File: src/design/ratalu_pkg.sv
// shared types and constants of the rational alu with reduction
// no dependencies
package ratalu_pkg;

   localparam logic [2:0] FUNC_NORM = 3'd0;
   localparam logic [2:0] FUNC_ADD  = 3'd1;
   localparam logic [2:0] FUNC_SUB  = 3'd2;
   localparam logic [2:0] FUNC_MUL  = 3'd3;
   localparam logic [2:0] FUNC_DIV  = 3'd4;

   localparam logic [63:0] NUM_POS_LIMIT = 64'h0000_0000_7FFF_FFFF;
   localparam logic [63:0] NUM_NEG_LIMIT = 64'h0000_0000_8000_0000;
   localparam logic [63:0] DEN_LIMIT     = 64'h0000_0000_3FFF_FFFF;

   typedef enum logic [3:0] {
      S_IDLE,
      S_MUL,
      S_COMB,
      S_SIGN,
      S_GCD,
      S_DIVN,
      S_DIVD,
      S_SAT,
      S_OUT
   } state_type;

endpackage

File: src/design/rational_alu_with_reduction.sv
// top level of the rational alu with reduction: handshake, sequencer, datapath
// depends on ratalu_pkg, ratalu_mul, ratalu_gcd, ratalu_div
//
// One request at a time: the block takes a request, forms four cross products on a
// single multiplier, combines and fixes the sign, reduces with a binary gcd unit
// (one step per cycle, the step count depends on the operands) and divides numerator
// and denominator by the gcd on a restoring divider. A zero numerator or a zero
// denominator skips the gcd unit and the divider. req_tready is low from acceptance
// until the response has been taken.
module rational_alu_with_reduction
   import ratalu_pkg::*;
#(
   parameter int OPERAND_WIDTH = 16
) (
   input  logic                          clock,
   input  logic                          reset,
   input  logic                          req_tvalid,
   output logic                          req_tready,
   // a_num, a_den, b_num, b_den
   input  logic [((4*OPERAND_WIDTH+7)/8)*8-1:0] req_tdata,
   // func
   input  logic [2:0]                    req_tuser,
   output logic                          rsp_tvalid,
   input  logic                          rsp_tready,
   // res_num, res_den
   output logic [63:0]                   rsp_tdata,
   // status
   output logic                          rsp_tuser
);

   localparam int W  = OPERAND_WIDTH;
   localparam int MW = 2 * W;
   localparam int SW = 2 * W + 1;

   state_type state_ff, state_in;

   logic [2:0]            func_ff, func_in;
   logic signed [W-1:0]   an_ff, an_in, ad_ff, ad_in, bn_ff, bn_in, bd_ff, bd_in;
   logic signed [MW-1:0]  p_ff [4];
   logic [2:0]            cnt_ff, cnt_in;
   logic signed [SW-1:0]  n_ff, n_in, d_ff, d_in;
   logic [MW-1:0]         nm_ff, nm_in, dm_ff, dm_in, g_ff, g_in, qn_ff, qn_in, qd_ff, qd_in;
   logic                  neg_ff, neg_in, err_ff, err_in;
   logic [31:0]           num_ff, num_in;
   logic [29:0]           den_ff, den_in;

   logic signed [W-1:0]   mul_a, mul_b;
   logic signed [MW-1:0]  prod;
   logic                  gcd_start, gcd_done, div_start, div_done;
   logic [MW-1:0]         gcd_g, div_dividend, div_divisor, div_q;
   logic signed [SW-1:0]  n_fix, d_fix;
   logic [63:0]           qn_x, qd_x;

   ratalu_mul #(.W(W)) u_mul (
      .clock (clock),
      .op_a  (mul_a),
      .op_b  (mul_b),
      .prod  (prod)
   );

   ratalu_gcd #(.MW(MW)) u_gcd (
      .clock  (clock),
      .reset  (reset),
      .start  (gcd_start),
      .x_init (nm_in),
      .y_init (dm_in),
      .done   (gcd_done),
      .g      (gcd_g)
   );

   ratalu_div #(.MW(MW)) u_div (
      .clock    (clock),
      .reset    (reset),
      .start    (div_start),
      .dividend (div_dividend),
      .divisor  (div_divisor),
      .done     (div_done),
      .quotient (div_q)
   );

   always_comb begin
      unique case (cnt_ff)
         3'd1:    begin mul_a = ad_ff; mul_b = bn_ff; end
         3'd2:    begin mul_a = ad_ff; mul_b = bd_ff; end
         3'd3:    begin mul_a = an_ff; mul_b = bn_ff; end
         default: begin mul_a = an_ff; mul_b = bd_ff; end
      endcase
   end

   assign div_dividend = (state_ff == S_GCD) ? nm_ff : dm_ff;
   assign div_divisor  = (state_ff == S_GCD) ? gcd_g : g_ff;

   assign n_fix = d_ff[SW-1] ? -n_ff : n_ff;
   assign d_fix = d_ff[SW-1] ? -d_ff : d_ff;
   assign qn_x  = 64'(qn_ff);
   assign qd_x  = 64'(qd_ff);

   always_comb begin
      state_in  = state_ff;
      func_in   = func_ff;
      an_in     = an_ff;
      ad_in     = ad_ff;
      bn_in     = bn_ff;
      bd_in     = bd_ff;
      cnt_in    = cnt_ff;
      n_in      = n_ff;
      d_in      = d_ff;
      nm_in     = nm_ff;
      dm_in     = dm_ff;
      g_in      = g_ff;
      qn_in     = qn_ff;
      qd_in     = qd_ff;
      neg_in    = neg_ff;
      err_in    = err_ff;
      num_in    = num_ff;
      den_in    = den_ff;
      gcd_start = 1'b0;
      div_start = 1'b0;
      req_tready = 1'b0;
      rsp_tvalid = 1'b0;
      unique case (state_ff)
         S_IDLE: begin
            req_tready = 1'b1;
            if (req_tvalid) begin
               func_in  = req_tuser;
               an_in    = req_tdata[W-1:0];
               ad_in    = req_tdata[2*W-1:W];
               bn_in    = req_tdata[3*W-1:2*W];
               bd_in    = req_tdata[4*W-1:3*W];
               cnt_in   = '0;
               state_in = S_MUL;
            end
         end
         S_MUL: begin
            cnt_in = cnt_ff + 3'd1;
            if (cnt_ff == 3'd4) begin
               state_in = S_COMB;
            end
         end
         S_COMB: begin
            unique case (func_ff)
               FUNC_ADD: begin
                  n_in = SW'(p_ff[0]) + SW'(p_ff[1]);
                  d_in = SW'(p_ff[2]);
               end
               FUNC_SUB: begin
                  n_in = SW'(p_ff[0]) - SW'(p_ff[1]);
                  d_in = SW'(p_ff[2]);
               end
               FUNC_MUL: begin
                  n_in = SW'(p_ff[3]);
                  d_in = SW'(p_ff[2]);
               end
               FUNC_DIV: begin
                  n_in = SW'(p_ff[0]);
                  d_in = SW'(p_ff[1]);
               end
               default: begin
                  n_in = SW'(an_ff);
                  d_in = SW'(ad_ff);
               end
            endcase
            state_in = S_SIGN;
         end
         S_SIGN: begin
            neg_in = n_fix[SW-1];
            nm_in  = n_fix[SW-1] ? MW'(-n_fix) : MW'(n_fix);
            dm_in  = MW'(d_fix);
            err_in = (d_ff == '0);
            if (d_ff == '0) begin
               qn_in    = '0;
               qd_in    = '0;
               state_in = S_SAT;
            end else if (n_ff == '0) begin
               qn_in    = '0;
               qd_in    = MW'(d_fix);
               state_in = S_SAT;
            end else begin
               gcd_start = 1'b1;
               state_in  = S_GCD;
            end
         end
         S_GCD: begin
            if (gcd_done) begin
               g_in      = gcd_g;
               div_start = 1'b1;
               state_in  = S_DIVN;
            end
         end
         S_DIVN: begin
            if (div_done) begin
               qn_in     = div_q;
               div_start = 1'b1;
               state_in  = S_DIVD;
            end
         end
         S_DIVD: begin
            if (div_done) begin
               qd_in    = div_q;
               state_in = S_SAT;
            end
         end
         S_SAT: begin
            if (neg_ff) begin
               num_in = (qn_x > NUM_NEG_LIMIT) ? 32'h8000_0000 : -qn_x[31:0];
            end else begin
               num_in = (qn_x > NUM_POS_LIMIT) ? 32'h7FFF_FFFF : qn_x[31:0];
            end
            den_in = (qd_x > DEN_LIMIT) ? 30'h3FFF_FFFF : qd_x[29:0];
            if (err_ff) begin
               num_in = '0;
               den_in = '0;
            end
            state_in = S_OUT;
         end
         S_OUT: begin
            rsp_tvalid = 1'b1;
            if (rsp_tready) begin
               state_in = S_IDLE;
            end
         end
         default: state_in = S_IDLE;
      endcase
   end

   always_ff @(posedge clock) begin
      if (reset) begin
         state_ff <= S_IDLE;
      end else begin
         state_ff <= state_in;
      end
      func_ff <= func_in;
      an_ff   <= an_in;
      ad_ff   <= ad_in;
      bn_ff   <= bn_in;
      bd_ff   <= bd_in;
      cnt_ff  <= cnt_in;
      n_ff    <= n_in;
      d_ff    <= d_in;
      nm_ff   <= nm_in;
      dm_ff   <= dm_in;
      g_ff    <= g_in;
      qn_ff   <= qn_in;
      qd_ff   <= qd_in;
      neg_ff  <= neg_in;
      err_ff  <= err_in;
      num_ff  <= num_in;
      den_ff  <= den_in;
      if (state_ff == S_MUL && cnt_ff != 3'd0) begin
         p_ff[2'(cnt_ff - 3'd1)] <= prod;
      end
   end

   assign rsp_tdata = {2'b00, den_ff, num_ff};
   assign rsp_tuser = err_ff;

   a_one_side: assert property (@(posedge clock) disable iff (reset)
      !(req_tready && rsp_tvalid))
      else $error("request and response handshake open together");

   a_busy_after_accept: assert property (@(posedge clock) disable iff (reset)
      (req_tvalid && req_tready) |=> !req_tready)
      else $error("ready after accepting a request");

   a_err_zero: assert property (@(posedge clock) disable iff (reset)
      (rsp_tvalid && rsp_tuser) |-> (rsp_tdata == 64'd0))
      else $error("error response carries data");

   a_den_nonzero: assert property (@(posedge clock) disable iff (reset)
      (rsp_tvalid && !rsp_tuser) |-> (den_ff != 30'd0))
      else $error("zero denominator on good response");

endmodule

File: src/design/ratalu_mul.sv
// shared signed multiplier with registered product
// depends on ratalu_pkg
module ratalu_mul
   import ratalu_pkg::*;
#(
   parameter int W = 16
) (
   input  logic                  clock,
   input  logic signed [W-1:0]   op_a,
   input  logic signed [W-1:0]   op_b,
   output logic signed [2*W-1:0] prod
);

   logic signed [2*W-1:0] prod_ff, prod_in;

   assign prod_in = (2*W)'(op_a) * (2*W)'(op_b);

   always_ff @(posedge clock) begin
      prod_ff <= prod_in;
   end

   assign prod = prod_ff;

endmodule

File: src/design/ratalu_gcd.sv
// binary gcd unit, one shift or subtract step per cycle
// depends on ratalu_pkg
module ratalu_gcd
   import ratalu_pkg::*;
#(
   parameter int MW = 32
) (
   input  logic          clock,
   input  logic          reset,
   input  logic          start,
   input  logic [MW-1:0] x_init,
   input  logic [MW-1:0] y_init,
   output logic          done,
   output logic [MW-1:0] g
);

   localparam int KW = $clog2(MW + 1);

   logic          busy_ff, busy_in;
   logic [MW-1:0] x_ff, x_in, y_ff, y_in;
   logic [KW-1:0] k_ff, k_in;

   assign done = busy_ff && (x_ff == y_ff);
   assign g    = x_ff << k_ff;

   always_comb begin
      busy_in = busy_ff;
      x_in    = x_ff;
      y_in    = y_ff;
      k_in    = k_ff;
      if (start) begin
         busy_in = 1'b1;
         x_in    = x_init;
         y_in    = y_init;
         k_in    = '0;
      end else if (busy_ff) begin
         if (x_ff == y_ff) begin
            busy_in = 1'b0;
         end else if (!x_ff[0] && !y_ff[0]) begin
            x_in = x_ff >> 1;
            y_in = y_ff >> 1;
            k_in = k_ff + KW'(1);
         end else if (!x_ff[0]) begin
            x_in = x_ff >> 1;
         end else if (!y_ff[0]) begin
            y_in = y_ff >> 1;
         end else if (x_ff > y_ff) begin
            x_in = x_ff - y_ff;
         end else begin
            y_in = y_ff - x_ff;
         end
      end
   end

   always_ff @(posedge clock) begin
      if (reset) begin
         busy_ff <= 1'b0;
      end else begin
         busy_ff <= busy_in;
      end
      x_ff <= x_in;
      y_ff <= y_in;
      k_ff <= k_in;
   end

endmodule

File: src/design/ratalu_div.sv
// restoring divider, one quotient bit per cycle
// depends on ratalu_pkg
module ratalu_div
   import ratalu_pkg::*;
#(
   parameter int MW = 32
) (
   input  logic          clock,
   input  logic          reset,
   input  logic          start,
   input  logic [MW-1:0] dividend,
   input  logic [MW-1:0] divisor,
   output logic          done,
   output logic [MW-1:0] quotient
);

   localparam int CW = $clog2(MW + 1);

   logic          busy_ff, busy_in;
   logic [CW-1:0] cnt_ff, cnt_in;
   logic [MW-1:0] quo_ff, quo_in, dsr_ff, dsr_in;
   logic [MW:0]   rem_ff, rem_in, trial;

   assign done     = busy_ff && (cnt_ff == '0);
   assign quotient = quo_ff;

   always_comb begin
      busy_in = busy_ff;
      cnt_in  = cnt_ff;
      quo_in  = quo_ff;
      rem_in  = rem_ff;
      dsr_in  = dsr_ff;
      trial   = {rem_ff[MW-1:0], quo_ff[MW-1]};
      if (start) begin
         busy_in = 1'b1;
         cnt_in  = CW'(MW);
         quo_in  = dividend;
         rem_in  = '0;
         dsr_in  = divisor;
      end else if (busy_ff) begin
         if (cnt_ff == '0) begin
            busy_in = 1'b0;
         end else begin
            cnt_in = cnt_ff - CW'(1);
            if (trial >= {1'b0, dsr_ff}) begin
               rem_in = trial - {1'b0, dsr_ff};
               quo_in = {quo_ff[MW-2:0], 1'b1};
            end else begin
               rem_in = trial;
               quo_in = {quo_ff[MW-2:0], 1'b0};
            end
         end
      end
   end

   always_ff @(posedge clock) begin
      if (reset) begin
         busy_ff <= 1'b0;
      end else begin
         busy_ff <= busy_in;
      end
      cnt_ff <= cnt_in;
      quo_ff <= quo_in;
      rem_ff <= rem_in;
      dsr_ff <= dsr_in;
   end

endmodule

File: config.mk
export PLATFORM = sky130hd
export DESIGN_NAME = rational_alu_with_reduction
export DESIGN_NICKNAME = d
export VERILOG_FILES = /design/src/design/ratalu_pkg.sv /design/src/design/rational_alu_with_reduction.sv /design/src/design/ratalu_mul.sv /design/src/design/ratalu_gcd.sv /design/src/design/ratalu_div.sv
export SDC_FILE = /design/constraint.sdc
export NUM_CORES = 2
export LEC_CHECK = 0
export ABC_AREA = 1
export BUFFER_PORTS_ARGS = -buffer_cell sky130_fd_sc_hd__buf_2
export CORE_MARGIN = 8
export CORE_UTILIZATION = 50
export CTS_CLUSTER_DIAMETER = 120
export DETAILED_ROUTE_END_ITERATION = 12
export GPL_TIMING_DRIVEN = 0
export PLACE_DENSITY_LB_ADDON = 0.1
export SETUP_SLACK_MARGIN = 0.1
export SLEW_MARGIN = 5
export SYNTH_ARGS = -nofsm -noshare
export SYNTH_HDL_FRONTEND = slang
export SYNTH_SLANG_ARGS = --single-unit
File: constraint.sdc
create_clock -name clock -period 7.11 [get_ports clock]
set_input_delay 1.422 -clock clock [delete_from_list [all_inputs] [get_ports clock]]
set_output_delay 1.422 -clock clock [all_outputs]
set_load 0.01 [all_outputs]
==> summary.txt <==
Status
  • Status: completed

Clocking
  • TritonCTS Buffers: around 80
  • Clock Path Buffers: 3
  • CTS H-tree lvls: 3
  • Cts hold-fix bufs: 0
  • Clock Pin Slew Worst Setup and Hold Paths: 0.06 ns
  • # clock sinks: 697
  • Clock latency on the worst-skew pair: ~0.66 ns
  • TritonCTS clock tree: yes
  • Clock root buffer: clkbuf_16

Setup path
  • Max incr delay on CP: 0.55 ns
  • Crit path launch type: register
  • Critical Path RT: 7.63 ns
  • CP dominant cell by count: fa_1
  • Worst path slowest cell: fa_1
  • Setup Crit Path Kind: reg2reg
  • Nature of the critical path endpoint: register
  • Critical path buffers and inverters: 8
  • Crit Path Max Fanout: 10
  • Crit path max-delay family: adder cells
  • Critical path arrival: around 7.5 ns

Die
  • Die Area: 110000 um2
  • Site Rows: 115
  • Core area: 98600 um2
  • Starting Density: 50.5%
  • Die Y-Extent: 332 um
  • Top Ports: 138
  • Die W: 332 um

Min path
  • Hold crit path type: reg2reg

Final layout
  • Fin cells: between 7000 and 8000
  • Fin area: 56800 um2
  • Layout area overhead: 14.0%
  • Share of cells above drive strength 1: 11.3%
  • Ant diodes: 0
  • Final net count: ~6800

STA
  • RSZ-0062 raised after global routing: true
  • Fmax: 143 MHz
  • Final worst setup slack: 0.134 ns
  • # setup viols final: 0
  • Slew headroom: 16.3%
  • Skew final: 0.0488 ns
  • Post-route minimum period: between 6 and 7 ns
  • Worst-Margin Slew: 1.25 ns
  • Hold Violations, Final: 0
  • Final period utilization: 98.1%
  • Final Max Tran Viols: 0

Routing
  • Post-DRT Antenna Nets: 0
  • Starting DRC count in detailed routing: about 3500
  • Final WL: about 170 mm
  • Drt wl/cell: 22.9 um
  • Drt pass-1 iters: 8
  • Vias: 42500
  • Via-per-instance ratio: approximately 5.6
  • DRC: 0

Synth
  • Sequential-to-total area share from yosys stat: around 40%
  • Synthesized cell area: 49800 um2
  • Gate Count Post-Synth: around 5900
  • Post-synth EDFFs: 551
  • Ranking of synthesized cells by area: edfxtp_1 (33%), fa_1 (11%), nand2_1 (9.5%)
  • Yosys top cell area share: 33.2%
  • #FFs+latches synth: 697
  • Synthesized area per cell: 8.41 um2
  • Ys Warns: 0
  • Ys flop type: edfxtp_1
  • Async S/R FF share, synth: 0%
  • Leading area contributor after synthesis: edfxtp_1
  • Synth cell types: 71

Placement
  • Routability congestion estimate: around 1.0
  • I/O Buffers: approximately 140
  • Placed Instances: 7363
  • Post-DP HPWL: between 100 and 150 mm
  • Post-Place Worst Slack: -1.61 ns
  • Post-DP Area: roughly 52000 um2

Global route
  • Vias in the first global route: 41400
  • First-pass GRT wire length: 256 mm
  • Initial antenna violation count: 7
  • GRT overflow: 0
  • Largest net degree at the start of global routing: 42
  • Total Routing Usage GR: 30.4%

Run
  • Max Cap Viol: 0
[cell type report]
| type | instances | area (um2) |
|---|---|---|
| Multi-Input combinational cell | 4088 | 26800 |
| Inverter | 941 | 3600 |
| Clock buffer | 103 | 2130 |
| Sequential cell | 697 | 19500 |
| Buffer | 196 | 1070 |
| Tap cell | 1287 | 1610 |
| Clock inverter | 40 | 477 |
| Timing Repair Buffer | 232 | 1670 |
| Fill cell | 8954 | 41800 |
[cells by family (layout without fill, tap and decap cells)]
| logic type | after synthesis | in the layout | synth area share [%] |
|---|---|---|---|
| other cells | 1 | 2 | 0.00753 |
| buf+inv | 1138 | 1512 | 8.88 |
| xor+xnor | 220 | 220 | 3.87 |
| mux | 24 | 24 | 0.482 |
| flops | 697 | 697 | 39.1 |
| simple gates | 2326 | 2326 | 19.6 |
| fa+ha+maj | 490 | 490 | 16.3 |
| compound gates | 1026 | 1026 | 11.7 |
[flip-flops by register name, summed over array words and instances (netlist names), 16 cells and up]
name / flops
ad_ff: 16
an_ff: 16
bd_ff: 16
bn_ff: 16
d_ff: 32
den_ff: 30
dm_ff: 32
g_ff: 32
n_ff: 33
nm_ff: 32
num_ff: 32
p_ff: 128
qd_ff: 32
qn_ff: 32
u_div.dsr_ff: 32
u_div.quotient: 32
u_div.rem_ff: 32
u_gcd.x_ff: 32
u_gcd.y_ff: 32
u_mul.prod: 32
[cells in the final DEF (no fill, tap or decap), types with 23 or more instances in the layout]
| cell | n |
|---|---|
| xor2_1 | 161 |
| o21ai_1 | 46 |
| xnor2_1 | 58 |
| nor2_1 | 548 |
| a21oi_1 | 302 |
| inv_1 | 887 |
| buf_2 | 174 |
| a22oi_1 | 23 |
| o211ai_1 | 44 |
| fa_1 | 256 |
| clkbuf_16 | 80 |
| nand3b_1 | 24 |
| inv_2 | 36 |
| mux2i_1 | 23 |
| or2_2 | 27 |
| clkbuf_1 | 123 |
| edfxtp_1 | 551 |
| nand2_1 | 1251 |
| o22ai_1 | 51 |
| o21ai_0 | 357 |
| nor2_2 | 37 |
| o21ai_4 | 24 |
| nand4_1 | 62 |
| nor3_1 | 47 |
| nand3_1 | 231 |
| dfxtp_1 | 146 |
| buf_4 | 84 |
| ha_1 | 204 |
[cells in the mapped netlist (all sizes together) (3+ instances only)]
cell and instances:
inv 933, a22oi 23, a31oi 27, o21a 14, buf 67, a21o 11
nor3b 3, o21bai 23, edfxtp 551, nor2 605, nor4 22, o211ai 44
mux2i 24, nand3b 24, a221oi 7, o32ai 3, o2111ai 13, o221ai 20
o21ai 443, or2 32, clkinv 8, and2 5, a211oi 5, nand4 65
nand2 1279, nor3 53, clkbuf 130, nand3 235, fa 266, dfxtp 146
o31ai 10, ha 224, a21oi 313, a22o 3, a21boi 10, o22ai 52
xor2 162, xnor2 58
[tightest hold or removal path: stages (launching register included)]
cell and delay (ns):
dfxtp_1 0.31, nand2_1 0.06, nand2_1 0.04
[timing repair]
| item | 4_1_cts | 5_1_grt |
|---|---|---|
| gates cloned | 2 | 0 |
| resized for setup | 175 | 121 |
| endpoints found under the setup margin | 23 | 16 |
| pin swaps | 12 | 50 |
| buffers inserted | 41 | 36 |
[worst paths after layout]
path / end / start / slack (ns) / depth (start not counted)
setup / recovery: u_mul.prod[31] / cnt_ff[0] / 0.13 / 30
hold / removal: dm_ff[0] / dm_ff[0] / 0.46 / 2
setup reg to reg: u_mul.prod[31] / cnt_ff[0] / 0.13 / 30
hold reg to reg: dm_ff[0] / dm_ff[0] / 0.46 / 2
[stage by stage]
stage,TNS (ns),hold slack (ns),util (%)
after floorplan,0,0.419,-
after global placement,-37.75,0.439,52.9
after detailed placement,-25.21,0.444,53.3
after CTS,0,0.453,56.8
after global routing,-0.126,0.476,57.6
final,0,0.456,57.6
[layer usage]
layer / global-route usage [%] / vias up / share of wire (%)
met1: 36.6 / 20300 / 39
met2: 53.0 / 1664 / 48
li1: - / 20000 / -
met5: 0 / - / 0.036
met4: 16.8 / 8 / 6.6
met3: 3.35 / 454 / 5.7
Power is left out: the tool's default activity adds up to more than one toggle a clock period on the data nets, which glitch-free logic cannot reach.
